`config.mk`:
```
export PLATFORM = sky130hd
export DESIGN_NAME = work_stealing_task_queues
export DESIGN_NICKNAME = d
export VERILOG_FILES = /design/src/rtl/wstq_pkg.sv /design/src/rtl/wstq_ram.sv /design/src/rtl/wstq_slot.sv /design/src/rtl/work_stealing_task_queues.sv
export SDC_FILE = /design/constraint.sdc
export NUM_CORES = 2
export LEC_CHECK = 0
export ABC_AREA = 1
export BUFFER_PORTS_ARGS = -buffer_cell sky130_fd_sc_hd__buf_2
export CAP_MARGIN = 0
export CORE_ASPECT_RATIO = 1.2
export CORE_MARGIN = 2
export CORE_UTILIZATION = 55
export DETAILED_ROUTE_END_ITERATION = 8
export PLACE_DENSITY = 0.71
export SLEW_MARGIN = 20
export SYNTH_ARGS = -nofsm -noshare
export SYNTH_HDL_FRONTEND = slang
export SYNTH_SLANG_ARGS = --single-unit
```
`constraint.sdc`:
```
create_clock -name clock -period 13 [get_ports clock]
set_clock_uncertainty 0.05 [all_clocks]
set_input_delay 1.3 -clock clock [delete_from_list [all_inputs] [get_ports clock]]
set_output_delay 1.3 -clock clock [all_outputs]
set_load 0.005 [all_outputs]
```
`src/rtl/wstq_pkg.sv`:
```
// shared types and codes for the work stealing task queues
package wstq_pkg;

   localparam logic CMD_SUBMIT = 1'b0;
   localparam logic CMD_FETCH  = 1'b1;

   localparam logic [1:0] STATUS_DONE  = 2'd0;
   localparam logic [1:0] STATUS_EMPTY = 2'd1;
   localparam logic [1:0] STATUS_FULL  = 2'd2;

   localparam int CSR_BITS = 4;
   localparam logic [CSR_BITS-1:0] ACTIVE_RESET = 4'd8;

   typedef enum logic [1:0] {
      ST_IDLE,
      ST_SUBMIT,
      ST_PROBE,
      ST_READ
   } state_type;

   typedef struct packed {
      logic        cmd;
      logic [2:0]  worker_index;
      logic [15:0] task_id;
   } req_type;

   typedef struct packed {
      logic [1:0]  status;
      logic [15:0] task_out;
      logic [2:0]  source_queue;
      logic        was_stolen;
      logic [7:0]  pending_count;
   } rsp_type;

endpackage

```
`src/rtl/wstq_ram.sv`:
```
// generic single port ram with registered read
module wstq_ram #(
   parameter int WIDTH = 16,
   parameter int DEPTH = 128
) (
   input  logic                     clock,
   input  logic                     we,
   input  logic [$clog2(DEPTH)-1:0] addr,
   input  logic [WIDTH-1:0]         wdata,
   output logic [WIDTH-1:0]         rdata
);

   logic [WIDTH-1:0] mem_ff [DEPTH];
   logic [WIDTH-1:0] rdata_ff;

   always_ff @(posedge clock) begin
      if (we) begin
         mem_ff[addr] <= wdata;
      end
      rdata_ff <= mem_ff[addr];
   end

   assign rdata = rdata_ff;

endmodule

```
`src/rtl/wstq_slot.sv`:
```
// slot address unit: queue base plus ring position wrapped at the queue depth
module wstq_slot #(
   parameter int MAX_WORKERS = 8,
   parameter int QUEUE_DEPTH = 16
) (
   input  logic [$clog2(MAX_WORKERS)-1:0]             queue,
   input  logic [$clog2(QUEUE_DEPTH)-1:0]             head,
   input  logic [$clog2(QUEUE_DEPTH+1)-1:0]           offset,
   output logic [$clog2(MAX_WORKERS*QUEUE_DEPTH)-1:0] slot
);

   localparam int HW = $clog2(QUEUE_DEPTH);
   localparam int FW = $clog2(QUEUE_DEPTH + 1);
   localparam int SW = $clog2(MAX_WORKERS * QUEUE_DEPTH);

   logic [FW:0]   sum;
   logic [FW:0]   wrapped;
   logic [HW-1:0] pos;

   always_comb begin
      sum = (FW+1)'(head) + (FW+1)'(offset);
      if (sum >= (FW+1)'(QUEUE_DEPTH)) begin
         wrapped = sum - (FW+1)'(QUEUE_DEPTH);
      end else begin
         wrapped = sum;
      end
      pos  = HW'(wrapped);
      slot = SW'(queue) * SW'(QUEUE_DEPTH) + SW'(pos);
   end

endmodule

```
`src/rtl/work_stealing_task_queues.sv`:
```
// work stealing task queues: per worker deques, round-robin submit, fetch with stealing
// a submit passes ST_SUBMIT; a fetch probes its own queue, then other active ones, and
//   reads in ST_READ; busy is high until the result, and no command is taken while busy;
//   an inactive worker's fetch answers empty from idle without busy; one queue probed per
//   cycle by one shared slot unit; the result strobe lasts one cycle and cannot be stalled
// reset clears all queues, the round-robin counter and the pending count; no clearing pass
module work_stealing_task_queues #(
   parameter int MAX_WORKERS = 8,
   parameter int QUEUE_DEPTH = 16,
   parameter int TASK_BITS   = 16
) (
   input  logic                             clock,
   input  logic                             reset,
   input  logic                             start,
   output logic                             busy,
   input  wstq_pkg::req_type                req_data,
   output logic                             rsp_valid,
   output wstq_pkg::rsp_type                rsp_data,
   input  logic                             csr_we,
   input  logic [wstq_pkg::CSR_BITS-1:0]    csr_wdata
);

   localparam int QW    = $clog2(MAX_WORKERS);
   localparam int AW    = $clog2(MAX_WORKERS + 1);
   localparam int HW    = $clog2(QUEUE_DEPTH);
   localparam int FW    = $clog2(QUEUE_DEPTH + 1);
   localparam int SLOTS = MAX_WORKERS * QUEUE_DEPTH;
   localparam int SW    = $clog2(SLOTS);
   localparam int PW    = $clog2(SLOTS + 1);

   wstq_pkg::state_type state_ff, state_in;
   logic [wstq_pkg::CSR_BITS-1:0] cfg_ff, cfg_in;
   logic [AW-1:0] act_ff, act_in;
   wstq_pkg::req_type req_ff, req_in;
   logic [QW-1:0] cur_ff, cur_in;
   logic [AW-1:0] scan_ff, scan_in;
   logic [QW-1:0] rr_ff, rr_in;
   logic [HW-1:0] head_ff [MAX_WORKERS];
   logic [HW-1:0] head_in [MAX_WORKERS];
   logic [FW-1:0] fill_ff [MAX_WORKERS];
   logic [FW-1:0] fill_in [MAX_WORKERS];
   logic [PW-1:0] pending_ff, pending_in;
   logic stolen_ff, stolen_in;
   logic rsp_valid_ff, rsp_valid_in;
   wstq_pkg::rsp_type rsp_ff, rsp_in;

   logic          accept;
   logic [AW-1:0] act_now;
   logic [7:0]    cfg_ext;
   logic          worker_ok;
   logic [HW-1:0] cur_head;
   logic [FW-1:0] cur_fill;
   logic [AW-1:0] cur_plus;
   logic [QW-1:0] cur_wrap;
   logic          own_hit;
   logic          scan_done;
   logic          steal_hit;
   logic [QW-1:0] rr_pick;
   logic [AW-1:0] rr_plus;
   logic [FW-1:0] offset;
   logic [SW-1:0] slot;
   logic          ram_we;
   logic [TASK_BITS-1:0] ram_wdata;
   logic [TASK_BITS-1:0] ram_rdata;
   logic [63:0]   rd_ext;

   function automatic logic [7:0] sat8(input logic [PW-1:0] value);
      logic [31:0] wide;
      wide = 32'(value);
      if (wide > 32'd255) begin
         return 8'hff;
      end
      return wide[7:0];
   endfunction

   // active worker count with out of range values clamped
   always_comb begin
      cfg_ext = 8'(cfg_ff);
      if (cfg_ff == '0) begin
         act_now = AW'(1);
      end else if (cfg_ext > 8'(MAX_WORKERS)) begin
         act_now = AW'(MAX_WORKERS);
      end else begin
         act_now = AW'(cfg_ff);
      end
   end

   assign accept    = start && !busy;
   assign busy      = (state_ff != wstq_pkg::ST_IDLE);
   assign worker_ok = 8'(req_data.worker_index) < 8'(act_now);

   assign cur_head = head_ff[cur_ff];
   assign cur_fill = fill_ff[cur_ff];
   assign cur_plus = AW'(cur_ff) + AW'(1);
   assign cur_wrap = (cur_plus >= act_ff) ? '0 : QW'(cur_plus);

   assign own_hit   = (scan_ff == '0) && (cur_fill != '0);
   assign scan_done = (scan_ff != '0) && (scan_ff >= act_ff);
   assign steal_hit = (scan_ff != '0) && !scan_done && (cur_fill != '0);

   assign rr_pick = (AW'(rr_ff) < act_now) ? rr_ff : '0;
   assign rr_plus = AW'(rr_pick) + AW'(1);

   assign ram_wdata = TASK_BITS'({48'd0, req_ff.task_id});
   assign rd_ext    = 64'(ram_rdata);

   wstq_slot #(
      .MAX_WORKERS (MAX_WORKERS),
      .QUEUE_DEPTH (QUEUE_DEPTH)
   ) u_slot (
      .queue  (cur_ff),
      .head   (cur_head),
      .offset (offset),
      .slot   (slot)
   );

   wstq_ram #(
      .WIDTH (TASK_BITS),
      .DEPTH (SLOTS)
   ) u_task_store (
      .clock (clock),
      .we    (ram_we),
      .addr  (slot),
      .wdata (ram_wdata),
      .rdata (ram_rdata)
   );

   // next state
   always_comb begin
      state_in = state_ff;
      case (state_ff)
         wstq_pkg::ST_IDLE: begin
            if (accept) begin
               if (req_data.cmd == wstq_pkg::CMD_SUBMIT) begin
                  state_in = wstq_pkg::ST_SUBMIT;
               end else if (worker_ok) begin
                  state_in = wstq_pkg::ST_PROBE;
               end
            end
         end
         wstq_pkg::ST_SUBMIT: begin
            state_in = wstq_pkg::ST_IDLE;
         end
         wstq_pkg::ST_PROBE: begin
            if (own_hit || steal_hit) begin
               state_in = wstq_pkg::ST_READ;
            end else if (scan_done) begin
               state_in = wstq_pkg::ST_IDLE;
            end
         end
         wstq_pkg::ST_READ: begin
            state_in = wstq_pkg::ST_IDLE;
         end
         default: begin
            state_in = wstq_pkg::ST_IDLE;
         end
      endcase
   end

   // datapath and outputs
   always_comb begin
      cfg_in       = csr_we ? csr_wdata : cfg_ff;
      act_in       = act_ff;
      req_in       = req_ff;
      cur_in       = cur_ff;
      scan_in      = scan_ff;
      rr_in        = rr_ff;
      head_in      = head_ff;
      fill_in      = fill_ff;
      pending_in   = pending_ff;
      stolen_in    = stolen_ff;
      rsp_valid_in = 1'b0;
      rsp_in       = rsp_ff;
      ram_we       = 1'b0;
      offset       = '0;
      case (state_ff)
         wstq_pkg::ST_IDLE: begin
            if (accept) begin
               req_in    = req_data;
               act_in    = act_now;
               scan_in   = '0;
               stolen_in = 1'b0;
               if (req_data.cmd == wstq_pkg::CMD_SUBMIT) begin
                  cur_in = rr_pick;
                  rr_in  = (rr_plus >= act_now) ? '0 : QW'(rr_plus);
               end else if (worker_ok) begin
                  cur_in = QW'(8'(req_data.worker_index));
               end else begin
                  rsp_valid_in         = 1'b1;
                  rsp_in.status        = wstq_pkg::STATUS_EMPTY;
                  rsp_in.task_out      = '0;
                  rsp_in.source_queue  = '0;
                  rsp_in.was_stolen    = 1'b0;
                  rsp_in.pending_count = sat8(pending_ff);
               end
            end
         end
         wstq_pkg::ST_SUBMIT: begin
            rsp_valid_in        = 1'b1;
            rsp_in.task_out     = '0;
            rsp_in.source_queue = 3'(cur_ff);
            rsp_in.was_stolen   = 1'b0;
            if (cur_fill >= FW'(QUEUE_DEPTH)) begin
               rsp_in.status        = wstq_pkg::STATUS_FULL;
               rsp_in.pending_count = sat8(pending_ff);
            end else begin
               ram_we               = 1'b1;
               offset               = cur_fill;
               fill_in[cur_ff]      = cur_fill + FW'(1);
               pending_in           = pending_ff + PW'(1);
               rsp_in.status        = wstq_pkg::STATUS_DONE;
               rsp_in.pending_count = sat8(pending_ff + PW'(1));
            end
         end
         wstq_pkg::ST_PROBE: begin
            if (own_hit) begin
               offset          = cur_fill - FW'(1);
               fill_in[cur_ff] = cur_fill - FW'(1);
               pending_in      = pending_ff - PW'(1);
               stolen_in       = 1'b0;
            end else if (scan_done) begin
               rsp_valid_in         = 1'b1;
               rsp_in.status        = wstq_pkg::STATUS_EMPTY;
               rsp_in.task_out      = '0;
               rsp_in.source_queue  = '0;
               rsp_in.was_stolen    = 1'b0;
               rsp_in.pending_count = sat8(pending_ff);
            end else if (steal_hit) begin
               offset          = '0;
               head_in[cur_ff] = (cur_head == HW'(QUEUE_DEPTH - 1)) ? '0 : cur_head + HW'(1);
               fill_in[cur_ff] = cur_fill - FW'(1);
               pending_in      = pending_ff - PW'(1);
               stolen_in       = 1'b1;
            end else begin
               scan_in = scan_ff + AW'(1);
               cur_in  = cur_wrap;
            end
         end
         wstq_pkg::ST_READ: begin
            rsp_valid_in         = 1'b1;
            rsp_in.status        = wstq_pkg::STATUS_DONE;
            rsp_in.task_out      = rd_ext[15:0];
            rsp_in.source_queue  = 3'(cur_ff);
            rsp_in.was_stolen    = stolen_ff;
            rsp_in.pending_count = sat8(pending_ff);
         end
         default: begin
            rsp_valid_in = 1'b0;
         end
      endcase
   end

   always_ff @(posedge clock) begin
      if (reset) begin
         state_ff     <= wstq_pkg::ST_IDLE;
         cfg_ff       <= wstq_pkg::ACTIVE_RESET;
         scan_ff      <= '0;
         rr_ff        <= '0;
         pending_ff   <= '0;
         stolen_ff    <= 1'b0;
         rsp_valid_ff <= 1'b0;
         for (int i = 0; i < MAX_WORKERS; i++) begin
            head_ff[i] <= '0;
            fill_ff[i] <= '0;
         end
      end else begin
         state_ff     <= state_in;
         cfg_ff       <= cfg_in;
         scan_ff      <= scan_in;
         rr_ff        <= rr_in;
         pending_ff   <= pending_in;
         stolen_ff    <= stolen_in;
         rsp_valid_ff <= rsp_valid_in;
         head_ff      <= head_in;
         fill_ff      <= fill_in;
      end
   end

   always_ff @(posedge clock) begin
      act_ff <= act_in;
      req_ff <= req_in;
      cur_ff <= cur_in;
      rsp_ff <= rsp_in;
   end

   assign rsp_valid = rsp_valid_ff;
   assign rsp_data  = rsp_ff;

   a_rsp_when_idle: assert property (@(posedge clock) disable iff (reset)
      rsp_valid_ff |-> state_ff == wstq_pkg::ST_IDLE)
      else $error("result strobe while a command is still in progress");

   a_pending_bound: assert property (@(posedge clock) disable iff (reset)
      pending_ff <= PW'(SLOTS))
      else $error("pending count exceeds total queue capacity");

   a_busy_from_start: assert property (@(posedge clock) disable iff (reset)
      $rose(busy) |-> $past(start))
      else $error("busy raised without a start");

   a_read_after_probe: assert property (@(posedge clock) disable iff (reset)
      state_ff == wstq_pkg::ST_READ |-> $past(state_ff) == wstq_pkg::ST_PROBE)
      else $error("task read without a queue probe");

endmodule
```
Word-level counts from Yosys, hierarchy flattened
Memory sizes are Yosys's and may differ from the RTL's. A register that Yosys moved wholly into a read port is not among the register bits.
Cells that the tools add are included.
W data, S select, Z words.
{ "word_totals": {"n_memories": 1, "output_inout_bits": 32, "input_bits": 28, "ramBits": 2048, "register_bits": 148, "word_cells": 174} }
{ "mem_list": {"columns": ["memory", "depth", "word_bits", "read_ports", "rd_ports_with_merged_regs", "write_ports", "line_no", "source"], "rows": [
  ["u_task_store.mem_ff", 128, 16, 1, 1, 1, "wstq_ram.sv:13", "logic [WIDTH-1:0] mem_ff [DEPTH];"]
]} }
{ "classes": {"n_reduce_logical": 28, "n_lt_le_gt_ge": 10, "n_mux": 73, "n_eq_ne": 16, "bitwise_logic": 4, "n_addsub": 11} }
{ "op_table": {"columns": ["op", "n"], "rows": [
  ["$mux W40", 4],
  ["$mux W30", 5],
  ["$pmux W30 S4", 1],
  ["$bwmux W40", 2],
  ["$pmux W40 S2", 1],
  ["$mux W4", 11],
  ["$bwmux W32", 1],
  ["$mux W8", 4],
  ["$mux W3", 9],
  ["$mux W5", 5],
  ["$ne A2 B2 Y1 const B", 8],
  ["$pmux W8 S2", 1],
  ["$bmux W5 S3", 1],
  ["$demux W5 S3", 1],
  ["$mux W1", 13],
  ["$bmux W4 S3", 1],
  ["$demux W4 S3", 1],
  ["$ge A4 B4 Y1", 3],
  ["$mux W2", 6],
  ["$ne A3 B3 Y1 const B", 4],
  ["$reduce_and A4 Y1", 3],
  ["$pmux W5 S2", 1],
  ["$reduce_and A5 Y1", 2],
  ["$reduce_and A3 Y1", 3],
  ["other kinds (36)", 51]
]} }

Longest topological paths before layout
{ "depth": {"depth_word": 12, "mapped_depth": 38} }

Hierarchy
Synthesis repeated with hierarchy kept, for this count alone.
{ "hier_totals": {"hier_cells": 9738, "hier_area_um2": 95056.2} }
{ "by_module_without_submodules": {"columns": ["mod", "seq_area_each_um2", "area_each_um2", "cells_each", "instances"], "rows": [
  ["wstq_ram", 61819.3, 86947.1, 8619, 1],
  ["work_stealing_task_queues", 3493.4, 7948.9, 1093, 1],
  ["wstq_slot", 0.0, 160.2, 26, 1]
]} }

Least setup slack after synthesis
OpenSTA, ideal clock, no wires.
{ "synth_timing": {"path_type": "register to register", "startpoint": "register cur_ff[0]", "endpoint": "memory u_task_store.mem_ff[27][0] (enable)", "synth_period_minus_slack_ps": 5244, "required_ps": 12562, "n_path_buf": 7, "path_stages_with_launch": 28, "setup_time_ps": 388, "arrival_ps": 4806, "path_slack_ps": 7756, "cell_sequence": "edfxtp_1 -> buf_6 -> buf_2 -> nand2_1 -> o21ai_0 -> nand2_1 -> nand2_1 -> nand2_1 -> nand2_1 -> inv_1 -> ha_1 -> nand2_1 -> nor2_2 -> nand2_1 -> nand2_2 -> nor2_4 -> o21a_1 -> ha_1 -> fa_1 -> clkbuf_1 -> clkinv_1 -> clkbuf_1 -> clkbuf_1 -> clkbuf_1 -> nor2_1 -> nand2_1 -> clkbuf_1 -> nor2_1"} }
{ "synth_via": {"elab_chain_len": 12, "elab_cells_between_ends": 23} }
{ "synth_rtl": {"columns": ["item", "line_no", "source"], "rows": [
  ["start: declaration", "work_stealing_task_queues.sv:35", "logic [QW-1:0] cur_ff, cur_in;"],
  ["start signal: assignment", "work_stealing_task_queues.sv:282", "cur_ff <= cur_in;"],
  ["branches (longest 12 deep; another with $add A7 B4 Y7)", null, null],
  ["end: declaration", "wstq_ram.sv:13", null]
]} }
Parallel ways; which one is timed is not known. The select of a mux whose other input is x is not followed.

Worst setup path after layout
{ "layout_timing": {"startpoint": "register cur_ff[0]", "endpoint": "register u_task_store.rdata_ff[3], in the netlist u_task_store.rdata[3], read port of u_task_store.mem_ff"} }
{ "layout_via": {"elab_chain_len": 12, "elab_cells_between_ends": 19} }
{ "layout_rtl": {"columns": ["item", "line_no", "source"], "rows": [
  ["branches (longest 11 deep; another with $add A4 B5 Y6)", null, null],
  ["$add A7 B4 Y7 (*)", "wstq_slot.sv:28", "slot = SW'(queue) * SW'(QUEUE_DEPTH) + SW'(pos);"],
  ["end: declaration", "wstq_ram.sv:14", "logic [WIDTH-1:0] rdata_ff;"]
]} }
Mark *: on every way between the ends. The select of a mux whose other input is x is not followed.
A chain may end at the register's enable or synchronous reset.

==> run_results.csv <==
group,metric,value,unit
detailed_routing,vias_per_cell,6.145,
cells_and_area,instances_no_fill,9300,
synthesis,ys_ff_latch,2212,
synthesis,syn-mean-instance-area,12.57,sq um
setup_path,arrival,9.75,ns
cells_and_area,fillers,11867,
sta,finalHoldViolations,0,
die,core_area,158200,sq um
grt,overflow,0,
synthesis,syn_inst,6950,
detailed_routing,num_vias,57153,
place,hpwl,140900,um
detailed_routing,drt-initial-drc-count,8657,
clocking,postCtsSetupBuffers,0,
place,portBuffers,59,
synthesis,synth_edf_count,2101,
clocking,cts_sinks,2212,
setup_path,r2r-start,"cur_ff[0]$_DFFE_PP_",
sta,worstMarginPinSlew,1.166,ns
setup_path,reg2reg_depth,33,
synthesis,async_reset_ff_share,0,%
place,dp_slack,3.931,ns
cells_and_area,seqCellArea,65310,sq um
detailed_routing,wl_per_cell,26.19,um
die,die_w,367.8,um
cells_and_area,final_common_cell,"edfxtp_1",
grt,first_global_vias,54132,
detailed_routing,routed_wl,243600,um
die,ios,60,
sta,drv_slew,0,
sta,setup-tns-final,0,ns
setup_path,cp-start-kind,"register",
detailed_routing,firstDrtPassIters,9,
synthesis,ys_types,49,
sta,max_slew_margin,22.25,%
status,status,"finished, final reports clean",
detailed_routing,ant_nets,0,
setup_path,crit_slowest_cell,"edfxtp_1",
sta,setup_ws,3.911,ns
setup_path,r2r-end,"u_task_store.rdata[3]$_DFF_P_",
clocking,cts-hold-fix-buffers,0,
sta,fin_crit_sh,69.92,%
place,routabilityCongestion,0.9386,
clocking,cts_tree,"built",
grt,antenna_found_initial,7,
setup_path,critPathMaxStageDelay,0.71,ns
worst_hold_path,hold_path_depth,2,
synthesis,yosys_warnings,0,
cells_and_area,syn_to_final_growth,10.68,%
setup_path,ff2ff_setup_slack,3.91,ns
sta,fmax,110.0,MHz
die,start_util,55.22,%
clocking,clk_latency,0.86,ns
place,dp_cells,8939,
job,cap_violations,0,
worst_hold_path,hold_path.class,"register to register",
clocking,path_clk_slew,0.06,ns
die,rows,160,
clocking,cts-root-buf,"clkbuf_16",
die,die_y,440.5,um
pwr,power.density,186.2,nW/um^2
cells_and_area,layout_common_cells,"edfxtp_1, nand2_1, a21oi_1, o21ai_0, nand3_1",
clocking,htreeDepth,4,
pwr,ir_worst_vdd,0.0001247,V
cells_and_area,multiInputGateArea,19750,sq um
cells_and_area,final_nets,7098,
setup_path,cpMostUsedCell,"nand2_1",
synthesis,synth_nets,7011,
setup_path,worstSetupPathType,"register to register",
clocking,cts_resized,0,
sta,grt_setup_unrepaired,"no",
setup_path,crit_path_end_kind,"register",
pwr,power,18.00,mW
cells_and_area,finalCoreUtilization,61.11,%
grt,grt_max_degree,162,
synthesis,synth_area,87330,sq um
cells_and_area,drive_above_1_share,8.230,%
detailed_routing,drcViolationCount,0,
grt,grtUsageTotal,29.61,%
setup_path,crit_path_max_fanout,138,
sta,period_needed,9.089,ns
synthesis,synthTopCellsByArea,"edfxtp_1, nand2_1, a21oi_1",
setup_path,required,13.66,ns
pwr,power.leakage,33.48,nW
clocking,cts.path.max_buffers,3,
worst_hold_path,hp-start,"fill_ff[37]$_SDFFE_PP0P_",
synthesis,yosysTopAreaCellShare,72.25,%
worst_hold_path,min_to,"fill_ff[37]$_SDFFE_PP0P_",
setup_path,startpoint,"cur_ff[0]$_DFFE_PP_",
synthesis,synth_ff_type,"edfxtp_1",
clocking,cts-buffers-inserted,202,
synthesis,synth_top_area_cell,"edfxtp_1",
grt,grt_first_pass_wirelength,354200,um
synthesis,ys_seq_area_share,74.79,%
die,die-area,162000,sq um
sta,setup_viol,0,
==> power breakdown <==
part / internal [mW] / leakage [nW] / switching [mW] / total (mW)
clock: 3.20 / 3.07 / 2.57 / 5.77
combinational: 0.861 / 10.6 / 3.01 / 3.87
sequential: 8.24 / 19.8 / 0.117 / 8.36
==> worst max-delay path by stage <==
stage,cells after the start,slack [ns],to
CTS,33,3.92,u_task_store.rdata[3]$_DFF_P_
global route,36,3.40,u_task_store.rdata[11]$_DFF_P_
global placement,33,3.99,u_task_store.rdata[3]$_DFF_P_
detailed placement,33,3.93,u_task_store.rdata[3]$_DFF_P_
floorplan,27,7.76,u_task_store.mem_ff[27][0]$_DFFE_PP_
finish,33,3.91,u_task_store.rdata[3]$_DFF_P_
==> sequential cells by signal, summed over array words and instances, names as in the netlist, 8 cells and up <==
signal,count
u_task_store.rdata,16
pending_ff,8
head_ff,32
ram_wdata,16
fill_ff,40
rsp_data,30
u_task_store.mem_ff,2048
==> logic make-up (layout without fill, tap and decap cells) <==
logic type,Yosys count,in the layout,synth area share [%]
AND/OR/NAND/NOR,2645,2645,12.04
flip-flops,2212,2212,74.79
AO/OA/AOI/OAI,1486,1486,9.909
buffers and inverters,559,802,2.631
adder cells (fa/ha/maj),33,33,0.4814
XOR/XNOR,15,15,0.1504
other,0,1,0
==> stage by stage <==
stage	cell area, sq um	hold WS (ns)
6_report	96650	0.3993
2_1_floorplan	87330	0.3737
4_1_cts	96650	0.3966
3_5_place_dp	90340	0.3874
5_1_grt	96650	0.4334
3_3_place_gp	90340	0.3908
==> area by class of cell <==
type                       instances  share of cell area (%)
inverter                         167                  0.7003
timing repair buffer             275                   2.035
sequential                      2212                   67.57
clock buffer                     277                   5.652
antenna                            1                0.002589
tap                             2106                   2.726
multi-input combinational       4179                   20.43
clock inverter                    83                  0.8790
==> synthesized netlist by cell type (5+ instances only) <==
library cell / instances
a211oi_1: 9
a21oi_1: 790
a221oi_1: 74
a22o_1: 219
buf_1: 65
buf_2: 63
buf_4: 12
buf_6: 10
clkbuf_1: 242
clkinv_1: 5
dfxtp_1: 111
edfxtp_1: 2101
ha_1: 32
inv_1: 152
inv_2: 10
nand2_1: 2046
nand2_2: 8
nand2_4: 6
nand3_1: 300
nand4_1: 10
nor2_1: 246
nor3_1: 10
o21a_1: 6
o21ai_0: 348
o21ai_1: 9
o22ai_1: 10
xor2_1: 14
==> worst max-delay path: cells and delay by family (launching register included) <==
family          cells  cell delay [ns]
buf+inv             7             3.22
flops               1             0.71
fa+ha+maj           3             0.87
simple gates       18             2.83
compound gates      4             0.79
xor+xnor            1             0.26
==> per-layer routing <==
| layer | wire length (um) | track usage (%) | up-vias |
|---|---|---|---|
| li1 | - | - | 25119 |
| met1 | 88480 | 39.02 | 27979 |
| met2 | 115000 | 47.16 | 3429 |
| met3 | 25500 | 5.281 | 620 |
| met4 | 14530 | 16.16 | 6 |
| met5 | 41 | 0 | - |
Note: power is estimated with default switching activity, not from simulation.
